--- src/updown_decimal_counter_display_unit_defines.svh ---
// ---------------------------------------------------------------------------
// Assertion macros for the up/down decimal counter display
// Shared wrappers for clocked assertions with reset disable.
// ---------------------------------------------------------------------------
`ifndef UPDOWN_DECIMAL_COUNTER_DISPLAY_UNIT_DEFINES_SVH
`define UPDOWN_DECIMAL_COUNTER_DISPLAY_UNIT_DEFINES_SVH

// The consequent must hold in the same cycle as the antecedent.
`define UDCD_ASSERT_IMP(name, ante, cons, msg) \
    name: assert property (@(posedge clk) disable iff (!rst_n) (ante) |-> (cons)) \
        else $error(msg);

// The consequent must hold in the cycle after the antecedent.
`define UDCD_ASSERT_NXT(name, ante, cons, msg) \
    name: assert property (@(posedge clk) disable iff (!rst_n) (ante) |=> (cons)) \
        else $error(msg);

`endif

--- src/udcd_pkg.sv ---
// ---------------------------------------------------------------------------
// Up/down decimal counter display package
// Constants, register indexes and the 7-segment decoder.
// ---------------------------------------------------------------------------
package udcd_pkg;

    localparam int NUM_DIGITS_DEFAULT = 4;
    localparam int COUNT_W            = 14;
    localparam int CFG_W              = 8;
    localparam int PADDR_W            = 3;
    localparam int PDATA_W            = 32;

    localparam logic [CFG_W-1:0]   SCANS_PER_STEP_RESET = 8'd10;
    localparam logic [CFG_W-1:0]   DEBOUNCE_TICKS_RESET = 8'd50;
    localparam logic [COUNT_W-1:0] COUNT_MAX_FOUR       = 14'd9999;
    localparam logic [3:0]         BCD_NINE             = 4'd9;

    // Register index, taken from the word address of paddr.
    localparam logic REG_SCANS_PER_STEP = 1'b0;
    localparam logic REG_DEBOUNCE_TICKS = 1'b1;

    // Common-cathode pattern 0gfedcba; a non-decimal code is blank.
    function automatic logic [6:0] seg_decode(input logic [3:0] digit);
        logic [6:0] seg;
        case (digit)
            4'd0:    seg = 7'h3F;
            4'd1:    seg = 7'h06;
            4'd2:    seg = 7'h5B;
            4'd3:    seg = 7'h4F;
            4'd4:    seg = 7'h66;
            4'd5:    seg = 7'h6D;
            4'd6:    seg = 7'h7D;
            4'd7:    seg = 7'h07;
            4'd8:    seg = 7'h7F;
            4'd9:    seg = 7'h6F;
            default: seg = 7'h00;
        endcase
        return seg;
    endfunction

endpackage

--- src/updown_decimal_counter_display_unit.sv ---
// ---------------------------------------------------------------------------
// Up/down decimal counter with multiplexed 7-segment display
// A result is registered on the output register in the cycle after its
// tick request is accepted. Throughput: one tick per cycle; the only limit
// is the single output register, which stalls the input while it is full
// and stalled. Reset clears the count, direction, scan and debounce state
// and loads the configuration registers with their defaults.
// ---------------------------------------------------------------------------
module updown_decimal_counter_display_unit #(
    parameter int NUM_DIGITS = udcd_pkg::NUM_DIGITS_DEFAULT
) (
    input  logic                          clk,
    input  logic                          rst_n,
    // tick requests
    input  logic                          in_valid,
    output logic                          in_stall,
    input  logic                          button_low,
    // display results
    output logic                          out_valid,
    input  logic                          out_stall,
    output logic [6:0]                    segments,
    output logic [NUM_DIGITS-1:0]         digit_select_n,
    output logic [udcd_pkg::COUNT_W-1:0]  count_value,
    output logic                          counting_down,
    // configuration
    input  logic                          psel,
    input  logic                          penable,
    input  logic                          pwrite,
    input  logic [udcd_pkg::PADDR_W-1:0]  paddr,
    input  logic [udcd_pkg::PDATA_W-1:0]  pwdata,
    output logic [udcd_pkg::PDATA_W-1:0]  prdata,
    output logic                          pready
);
    import udcd_pkg::*;
    `include "updown_decimal_counter_display_unit_defines.svh"

    localparam int POS_W = (NUM_DIGITS > 1) ? $clog2(NUM_DIGITS) : 1;
    localparam logic [POS_W-1:0] POS_LAST = POS_W'(NUM_DIGITS - 1);

    // Configuration registers
    logic [CFG_W-1:0] scans_per_step_reg;
    logic [CFG_W-1:0] debounce_ticks_reg;
    logic             cfg_write;
    logic             cfg_index;

    // Counter state
    logic [3:0]       digits_reg [NUM_DIGITS];
    logic [3:0]       digits_next [NUM_DIGITS];
    logic             dir_reg, dir_next;
    logic [POS_W-1:0] scan_pos_reg, scan_pos_next;
    logic [CFG_W-1:0] scan_cnt_reg, scan_cnt_next;
    logic             btn_prev_reg;
    logic [CFG_W-1:0] deb_cnt_reg, deb_cnt_next;
    logic             deb_busy_reg, deb_busy_next;

    // Output register
    logic                  out_valid_reg;
    logic [6:0]            seg_reg;
    logic [NUM_DIGITS-1:0] sel_reg;
    logic [COUNT_W-1:0]    value_reg;
    logic                  dir_out_reg;

    logic                  accept;
    logic [6:0]            seg_now;
    logic [NUM_DIGITS-1:0] sel_now;
    logic [COUNT_W-1:0]    value_now;
    logic                  step_due;

    assign accept   = in_valid && !in_stall;
    assign in_stall = out_valid_reg && out_stall;

    assign out_valid      = out_valid_reg;
    assign segments       = seg_reg;
    assign digit_select_n = sel_reg;
    assign count_value    = value_reg;
    assign counting_down  = dir_out_reg;

    // ---------------- configuration port ----------------
    assign pready    = 1'b1;
    assign cfg_index = paddr[2];
    assign cfg_write = psel && penable && pwrite && pready;

    always_comb
    begin
        unique case (cfg_index)
            REG_SCANS_PER_STEP: prdata = PDATA_W'(scans_per_step_reg);
            REG_DEBOUNCE_TICKS: prdata = PDATA_W'(debounce_ticks_reg);
            default:            prdata = '0;
        endcase
    end

    always_ff @(posedge clk or negedge rst_n)
    begin
        if (!rst_n)
        begin
            scans_per_step_reg <= SCANS_PER_STEP_RESET;
            debounce_ticks_reg <= DEBOUNCE_TICKS_RESET;
        end
        else if (cfg_write)
        begin
            unique case (cfg_index)
                REG_SCANS_PER_STEP: scans_per_step_reg <= pwdata[CFG_W-1:0];
                REG_DEBOUNCE_TICKS: debounce_ticks_reg <= pwdata[CFG_W-1:0];
                default:            ;
            endcase
        end
    end

    // ---------------- display of the current state ----------------
    always_comb
    begin
        logic [3:0] dclamp;
        seg_now   = seg_decode(digits_reg[scan_pos_reg]);
        value_now = '0;
        for (int k = 0; k < NUM_DIGITS; k++)
        begin
            dclamp    = (digits_reg[k] > BCD_NINE) ? BCD_NINE : digits_reg[k];
            value_now = COUNT_W'((value_now << 3) + (value_now << 1))
                        + COUNT_W'(dclamp);
        end
        // Digit 0 is the most significant and drives the top select bit.
        for (int k = 0; k < NUM_DIGITS; k++)
            sel_now[k] = (scan_pos_reg != POS_W'(NUM_DIGITS - 1 - k));
    end

    // ---------------- state update for one tick ----------------
    always_comb
    begin
        logic [CFG_W-1:0] deb_dec;
        logic [CFG_W:0]   scan_inc;
        logic             carry;

        dir_next      = dir_reg;
        deb_cnt_next  = deb_cnt_reg;
        deb_busy_next = deb_busy_reg;
        deb_dec       = (deb_cnt_reg != '0) ? deb_cnt_reg - 1'b1 : deb_cnt_reg;

        if (deb_busy_reg)
        begin
            deb_cnt_next = deb_dec;
            if (deb_dec == '0)
            begin
                if (button_low)
                    dir_next = !dir_reg;
                deb_busy_next = 1'b0;
            end
        end
        else if (button_low && !btn_prev_reg)
        begin
            if (debounce_ticks_reg == '0)
                dir_next = !dir_reg;
            else
            begin
                deb_cnt_next  = debounce_ticks_reg;
                deb_busy_next = 1'b1;
            end
        end

        // The step uses the direction as updated on this same tick.
        scan_inc      = {1'b0, scan_cnt_reg} + 1'b1;
        step_due      = 1'b0;
        scan_pos_next = scan_pos_reg + 1'b1;
        scan_cnt_next = scan_cnt_reg;
        if (scan_pos_reg == POS_LAST)
        begin
            scan_pos_next = '0;
            if (scan_inc >= {1'b0, scans_per_step_reg})
            begin
                scan_cnt_next = '0;
                step_due      = 1'b1;
            end
            else
                scan_cnt_next = scan_inc[CFG_W-1:0];
        end

        // BCD ripple from the units digit toward the most significant.
        carry = step_due;
        for (int k = NUM_DIGITS - 1; k >= 0; k--)
        begin
            digits_next[k] = digits_reg[k];
            if (carry)
            begin
                if (dir_next)
                begin
                    if (digits_reg[k] == 4'd0)
                        digits_next[k] = BCD_NINE;
                    else
                    begin
                        digits_next[k] = digits_reg[k] - 1'b1;
                        carry          = 1'b0;
                    end
                end
                else
                begin
                    if (digits_reg[k] >= BCD_NINE)
                        digits_next[k] = 4'd0;
                    else
                    begin
                        digits_next[k] = digits_reg[k] + 1'b1;
                        carry          = 1'b0;
                    end
                end
            end
        end
    end

    always_ff @(posedge clk or negedge rst_n)
    begin
        if (!rst_n)
        begin
            for (int k = 0; k < NUM_DIGITS; k++)
                digits_reg[k] <= '0;
            dir_reg       <= 1'b0;
            scan_pos_reg  <= '0;
            scan_cnt_reg  <= '0;
            btn_prev_reg  <= 1'b0;
            deb_cnt_reg   <= '0;
            deb_busy_reg  <= 1'b0;
            out_valid_reg <= 1'b0;
        end
        else
        begin
            if (accept)
            begin
                for (int k = 0; k < NUM_DIGITS; k++)
                    digits_reg[k] <= digits_next[k];
                dir_reg      <= dir_next;
                scan_pos_reg <= scan_pos_next;
                scan_cnt_reg <= scan_cnt_next;
                btn_prev_reg <= button_low;
                deb_cnt_reg  <= deb_cnt_next;
                deb_busy_reg <= deb_busy_next;
            end
            if (accept)
                out_valid_reg <= 1'b1;
            else if (!out_stall)
                out_valid_reg <= 1'b0;
        end
    end

    // Result payload: loaded with the state seen at the start of the tick.
    always_ff @(posedge clk)
    begin
        if (accept)
        begin
            seg_reg     <= seg_now;
            sel_reg     <= sel_now;
            value_reg   <= value_now;
            dir_out_reg <= dir_reg;
        end
    end

    // ---------------- assertions ----------------
    `UDCD_ASSERT_NXT(a_accept_gives_result, accept, out_valid,
        "accepted tick did not produce a result")
    `UDCD_ASSERT_IMP(a_one_digit_driven, out_valid, $onehot(~digit_select_n),
        "digit select does not drive exactly one digit")
    `UDCD_ASSERT_IMP(a_busy_count_nonzero, deb_busy_reg, deb_cnt_reg != '0,
        "debounce wait is busy with an expired count")
    `UDCD_ASSERT_IMP(a_count_in_range, out_valid && NUM_DIGITS == 4,
        count_value <= COUNT_MAX_FOUR, "count left the decimal range")
    `UDCD_ASSERT_NXT(a_scan_advances, accept && scan_pos_reg != POS_LAST,
        scan_pos_reg == POS_W'($past(scan_pos_reg) + 1'b1),
        "scan position did not advance by one digit")

endmodule

--- config.mk ---
export PLATFORM = sky130hd
export DESIGN_NAME = updown_decimal_counter_display_unit
export DESIGN_NICKNAME = d
export VERILOG_FILES = /design/src/udcd_pkg.sv /design/src/updown_decimal_counter_display_unit.sv
export VERILOG_INCLUDE_DIRS = /design/src /design/src/src
export SDC_FILE = /design/constraint.sdc
export NUM_CORES = 1
export LEC_CHECK = 0
export BUFFER_PORTS_ARGS = -buffer_cell sky130_fd_sc_hd__buf_2
export CAP_MARGIN = 20
export CORE_MARGIN = 2
export CORE_UTILIZATION = 30
export DETAILED_ROUTE_END_ITERATION = 16
export PLACE_DENSITY_LB_ADDON = 0.12
export SKIP_CTS_REPAIR_TIMING = 1
export SLEW_MARGIN = 15
export SYNTH_ARGS = -nofsm -noshare
export SYNTH_HDL_FRONTEND = slang
export SYNTH_SLANG_ARGS = --single-unit
--- constraint.sdc ---
create_clock -name clk -period 5 [get_ports clk]
set_input_delay 1 -clock clk [delete_from_list [all_inputs] [get_ports clk]]
set_output_delay 1 -clock clk [all_outputs]
set_load 0.05 [all_outputs]
==> reports/qor.yml, run 1 <==
final_layout:
  final_common_cell: "ha_1"
  nets: 898
  drive_gt1_frac: 0.2719
  fillCellCount: 2094
  num_antenna_cells: 0
  area_growth_pct: 21.98
  largest_register_ffs: 16
  layout_common_cells: "ha_1, inv_1, buf_4"
die:
  rows: 53
  fp.dieW_um: 151.1
  initial_core_util: 0.3070
  core_region_area_mm2: 0.02115
  die_y_um: 151.1
  die-area_mm2: 0.02284
  io_pins: 104
clock_tree:
  cts_buffers: 9
  clock_path_buffers: 2
  cts_root_buf: "clkbuf_16"
  cts_tree: "yes"
  cts_max_level: 3
  clock_sinks: 80
  clk_latency_ns: 0.35
  clkSlewWorstSetupHoldPaths_ns: 0.07
grt:
  antenna_found_initial: 0
  grt_overflow_total: 0
  globalRouteTotalUtil: 0.1402
  grt_pass1_wl_um: 25600
  grt_max_degree: 55
  grt_pass1_vias: 5313
logic_synthesis:
  ys_seq_elements: 80
  synth-edff-count: 26
  syn_avg_cell_area_um2: 9.566
  ys.warnings.count: 0
  synth.cell_area_mm2: 0.006495
  postSynthCellCount: 679
  ys_seq_area_frac: 0.3292
  synth_ff_type: "dfrtp_1"
  yosysUniqueCellTypes: 83
  synth-async-reset-ratio: 0.6750
route:
  wl_per_cell_um: 14.73
  vias_per_cell: 5.015
  drtIter0Drc: 283
  drt_pass1_iterations: 4
  drt-total-wl_um: 15480
  post-route-drc-count: 0
  ant_nets: 0
  vias: 5271
critical_path:
  cp.required_ns: 5.09
  crit_top_cell: "ha_4"
  crit_type: "reg -> reg"
  cp-end-kind: "register"
  cp_slowest_cell: "fa_2"
  slowest_delay_ns: 0.56
  cp-start-kind: "register"
  cp.arrival_ns: 5.03
  cp_max_fo: 4
timing:
  drv_slew: 0
  finalCritPeriodShare: 0.9866
  setup_violations: 0
  worst_slack_ns: 0.06713
  slew_headroom: 0.3851
  fin_skew_ns: 0.008221
  finalCriticalPeriod_ns: 4.933
  fmax_mhz: 202.7
  hold_slack_ns: 0.5076
  rsz0062_at_grt: "true"
  hold_viol_final: 0
  tightest_slew_ns: 0.9223
pwr:
  powerDensity_mw_per_mm2: 507.3
  comb_power_share: 0.551
  total_power_uw: 4019
  internal_power_uw: 2159
  p_leak_uw: 0.003552
  p_clk_frac: 0.166
  switching_power_uw: 1861
  ir_drop_uv: 185.5
  sw_frac_of_total: 0.4629
  power_frac_seq: 0.283
hold_path:
  hold_path_class: "reg -> reg"
placement:
  dp_hpwl_um: 11350
  pre_cts_slack_ns: -0.2577
  place_congestion: 0.8302
  io_buffers: 52
flow_run:
  drv_cap: 0
status:
  status: "complete, no violations"
layer usage:
metal / vias up / wire, um / track usage
met5: - / 0 / 0
met3: 18 / 699 / 0.03012
met1: 2519 / 7015 / 0.1779
met4: 0 / 217 / 0.04346
li1: 2594 / - / -
met2: 140 / 7543 / 0.2386
stage by stage:
step	utilization	setup TNS (ns)	cells	area (um2)
after floorplan	-	0	704	6621
after global placement	0.3460	-0.7385	1031	7320
final	0.3745	0	1051	7923
after CTS	0.3601	-0.9749	1047	7619
after global routing	0.3745	-0.6085	1051	7923
after detailed placement	0.3460	-0.8296	1031	7320
final cells by class:
| cell class | instances | area (um2) | share of cell area |
|---|---|---|---|
| clock buffers | 10 | 250.2 | 0.03159 |
| inverters | 62 | 232.7 | 0.02937 |
| repair buffers | 110 | 703.2 | 0.08876 |
| clock inverters | 6 | 48.80 | 0.006159 |
| multi-input cells | 508 | 4204 | 0.5306 |
| flip-flops and latches | 80 | 2140 | 0.2701 |
| well taps | 275 | 344.1 | 0.04343 |
Yosys cell counts, types with 4 or more instances:
library cell	n	area, um2
ha_1	79	988.5
inv_1	61	229.0
dfrtp_1	49	1226
o21ai_0	49	245.2
nand2_1	46	172.7
a21oi_1	37	185.2
nor2_1	30	112.6
buf_4	26	195.2
edfxtp_1	26	780.8
clkbuf_1	20	75.07
xnor2_1	19	166.4
mux2_2	18	202.7
nor3_1	12	60.06
nand3_1	11	55.05
and2_1	10	62.56
nor4_1	9	56.30
a21o_1	8	60.06
xor2_1	8	70.07
a32o_1	7	70.07
nor2b_1	7	43.79
a31oi_1	6	37.54
mux2i_1	6	60.06
nand2b_1	6	37.54
nand4_1	6	37.54
o31ai_1	6	45.04
a221oi_1	5	43.79
buf_2	5	25.02
dfstp_2	5	131.4
fa_1	5	100.1
o21bai_1	5	37.54
o22ai_1	5	31.28
a22oi_1	4	30.03
and3_1	4	25.02
mux4_2	4	90.09
o21ai_1	4	20.02
worst max-delay path: cells and delay by family (launching register included):
family	cells	cell delay (ns)
flops	1	0.42
simple gates	7	0.87
compound gates	6	0.82
fa+ha+maj	7	1.89
buf+inv	5	0.37
xor+xnor	1	0.31
power groups by stage:
| stage | clock [uW] | sequential (uW) | combinational [uW] |
|---|---|---|---|
| 6_report | 669 | 1140 | 2210 |
| 5_1_grt | 717 | 1180 | 2470 |
| 4_1_cts | 697 | 1140 | 2130 |
| 3_5_place_dp | 0 | 1150 | 2120 |
| 3_3_place_gp | 0 | 1150 | 2090 |
| 2_1_floorplan | 0 | 1330 | 1410 |
cell families after synthesis:
kind of cell / synth area share
DFF: 0.3292
buffers and inverters: 0.08553
AOI/OAI and AO/OA: 0.1882
adders and majority gates: 0.1676
muxes: 0.06010
other: 0.001156
and+or+nand+nor: 0.1283
xor gates and xnor gates: 0.03988
final timing paths:
path,cells after the start,end,slack [ns],from
max,26,count_value[12],0.07,digits_reg[12]
min,1,scans_per_step_reg[6],0.51,scans_per_step_reg[6]
max reg2reg,26,count_value[12],0.07,digits_reg[12]
min reg2reg,1,scans_per_step_reg[6],0.51,scans_per_step_reg[6]
max in group asynchronous,2,digits_reg[12],3.66,rst_n
min in group asynchronous,2,scans_per_step_reg[0],0.78,rst_n
No activity file was read; power rests on OpenSTA's default activity.
==> run 2, diff against run 1 <==
--- a/config.mk
+++ b/config.mk
@@ -10,6 +10,7 @@
 export CAP_MARGIN = 20
 export CORE_MARGIN = 2
 export CORE_UTILIZATION = 30
+export CTS_BUF_LIST = sky130_fd_sc_hd__clkbuf_2
 export DETAILED_ROUTE_END_ITERATION = 16
 export PLACE_DENSITY_LB_ADDON = 0.12
 export SKIP_CTS_REPAIR_TIMING = 1
==> reports/qor.yml, run 2 (synthesis results as in run 1) <==
critical_path:
  cp-end-kind: "register"
  slowest_delay_ns: 0.56  # about the same
  critical_path_depth: 26  # unchanged
  crit_top_cell: "ha_4"
  cp-start-kind: "register"
  crit_buf_inv: 5  # unchanged
  cp_max_fo: 4  # unchanged
  crit_type: "reg -> reg"
  r2r.worst_path.cells: 26  # unchanged
  cp.required_ns: 5.42  # +0.33 ns
  path_delay_family: "adder cells"
  cp.arrival_ns: 5.32  # +0.29 ns
  cp_slowest_cell: "fa_2"
route:
  vias_per_cell: 5.004  # -0.23%
  wl_per_cell_um: 14.65  # -0.49%
  vias: 5269  # -0.038%
  ant_nets: 0  # unchanged
  post-route-drc-count: 0  # unchanged
  drt_pass1_iterations: 4  # unchanged
  drtIter0Drc: 270  # -4.6%
  drt-total-wl_um: 15430  # -0.30%
hold_path:
  hold_path_class: "in -> async"
pwr:
  ir_drop_uv: 181.0  # -2.4%
  comb_power_share: 0.591  # +0.040
  total_power_uw: 3736  # -7.1%
  p_clk_frac: 0.105  # -0.061
  power_frac_seq: 0.304  # +0.021
  p_leak_uw: 0.003480  # -2.0%
  internal_power_uw: 1904  # -12%
  switching_power_uw: 1832  # -1.5%
  powerDensity_mw_per_mm2: 481.9  # -5.0%
  sw_frac_of_total: 0.4905  # +0.02754
clock_tree:
  cts_buffers: 9  # unchanged
  clk_latency_ns: 0.62  # +0.27 ns
  cts_tree: "yes"
  clock_path_buffers: 2  # unchanged
  cts_max_level: 3  # unchanged
  cts_root_buf: "clkbuf_2"
  clock_sinks: 80  # unchanged
  clkSlewWorstSetupHoldPaths_ns: 0.27  # +0.20 ns
grt:
  grt_pass1_wl_um: 25560  # -0.16%
  grt_overflow_total: 0  # unchanged
  globalRouteTotalUtil: 0.1400  # -0.0001919
  use_met3: 0.02771  # -0.002410
  grt_busiest_layer: "met2"
  grt_max_degree: 55  # unchanged
  antenna_found_initial: 1  # +1
  met2_usage: 0.2384  # about the same
  met1_usage: 0.1787  # +0.0007499
  grt_pass1_vias: 5276  # -0.70%
die:
  io_pins: 104  # unchanged
  core_region_area_mm2: 0.02115  # unchanged
  initial_core_util: 0.3070  # unchanged
  rows: 53  # unchanged
  die-area_mm2: 0.02284  # unchanged
  fp.dieW_um: 151.1  # unchanged
  die_y_um: 151.1  # unchanged
timing:
  fmax_mhz: 203.9  # +0.58%
  setup_violations: 0  # unchanged
  tightest_slew_ns: 0.9174  # -0.004901 ns
  fin_skew_ns: 0.03180  # +0.02358 ns
  finalCriticalPeriod_ns: 4.904  # -0.02857 ns
  hold_viol_final: 0  # unchanged
  drv_slew: 0  # unchanged
  rsz0062_at_grt: "true"
  setup_tns_ns: 0  # unchanged
  slew_headroom: 0.3884  # +0.003267
  finalCritPeriodShare: 0.9809  # -0.005714
placement:
  place_congestion: 0.8302  # unchanged
  dpl_cell_area_mm2: 0.007320  # unchanged
  dp_hpwl_um: 11350  # unchanged
  io_buffers: 52  # unchanged
final_layout:
  layout_common_cells: "ha_1, inv_1, buf_4"
  fillCellCount: 2115  # +1.0%
  drive_gt1_frac: 0.2719  # unchanged
  final_common_cell: "ha_1"
  finish.utilization: 0.3665  # -0.008044
  largest_register_ffs: 16  # unchanged
  nets: 898  # unchanged
  area_growth_pct: 19.36
  design_area_mm2: 0.007752  # -2.1%
status:
  status: "complete, no violations"
flow_run:
  drv_cap: 0  # unchanged
==> run 2: cell count changes in the layout (fill, tap and decap cells not counted), sizes merged <==
| cell | previous run | this run |
|---|---|---|
| clkbuf | 10 | 9 |
| diode | 0 | 2 |
| bufinv | 0 | 1 |
==> run 2: final cells by class <==
type,count,area [um2],share of cell area
Multi-Input combinational cell,508,4204,0.5423
Clock inverter,7,78.83,0.01017
Timing Repair Buffer,110,703.2,0.09070
Antenna cell,2,5.005,0.0006456
Tap cell,275,344.1,0.04438
Sequential cell,80,2140,0.2760
Clock buffer,9,45.04,0.005810
Inverter,62,232.7,0.03002
==> run 2: metal layers <==
metal	vias to the layer above	part of all wire
met5	-	0
met4	0	0.012
met3	18	0.046
met2	124	0.49
met1	2533	0.45
li1	2594	-
==> run 2: worst paths after layout <==
kind                                            start                     to  slack [ns]
worst max-delay path                   digits_reg[12]        count_value[12]         0.1
worst min-delay path                            rst_n  scans_per_step_reg[0]        0.46
worst max register to register         digits_reg[12]        count_value[12]         0.1
worst min register to register  scans_per_step_reg[5]  scans_per_step_reg[5]        0.54
max in group asynchronous                       rst_n         digits_reg[12]        3.97
min in group clk                scans_per_step_reg[5]  scans_per_step_reg[5]        0.54
==> run 2: metrics by stage <==
stage	hold slack (ns)	std cells	setup slack, ns
4_1_cts	0.4408	1047	-0.2897
5_1_grt	0.4577	1053	-0.2377
3_3_place_gp	0.4913	1031	-0.2419
2_1_floorplan	0.4794	704	0.006966
3_5_place_dp	0.4935	1031	-0.2577
6_report	0.4556	1053	0.09570
==> run 2: worst reg2reg max path: stages, from the launching register on <==
cell and delay (ns):
dfrtp_2 0.48, inv_2 0.07, ha_4 0.16, nor2_4 0.10, o21ai_2 0.06, and2_4 0.17, buf_6 0.11, nor3_4 0.20
ha_4 0.16, inv_2 0.04, fa_2 0.56, inv_2 0.05, ha_4 0.27, ha_4 0.20, nor2b_4 0.12, o21ai_2 0.16
a21boi_2 0.08, o21ai_1 0.15, nand2b_1 0.14, xor2_2 0.31, ha_4 0.26, ha_4 0.28, buf_6 0.10, nand2_2 0.03
o21a_1 0.19, o211ai_1 0.17, nand3_1 0.10
==> run 2: power by group through the flow <==
stage	Clock, uW	Sequential (uW)	Combinational [uW]
global placement	0	1150	2090
CTS	416	1130	2130
finish	391	1140	2210
global route	433	1170	2460
detailed placement	0	1150	2120
floorplan	0	1330	1410
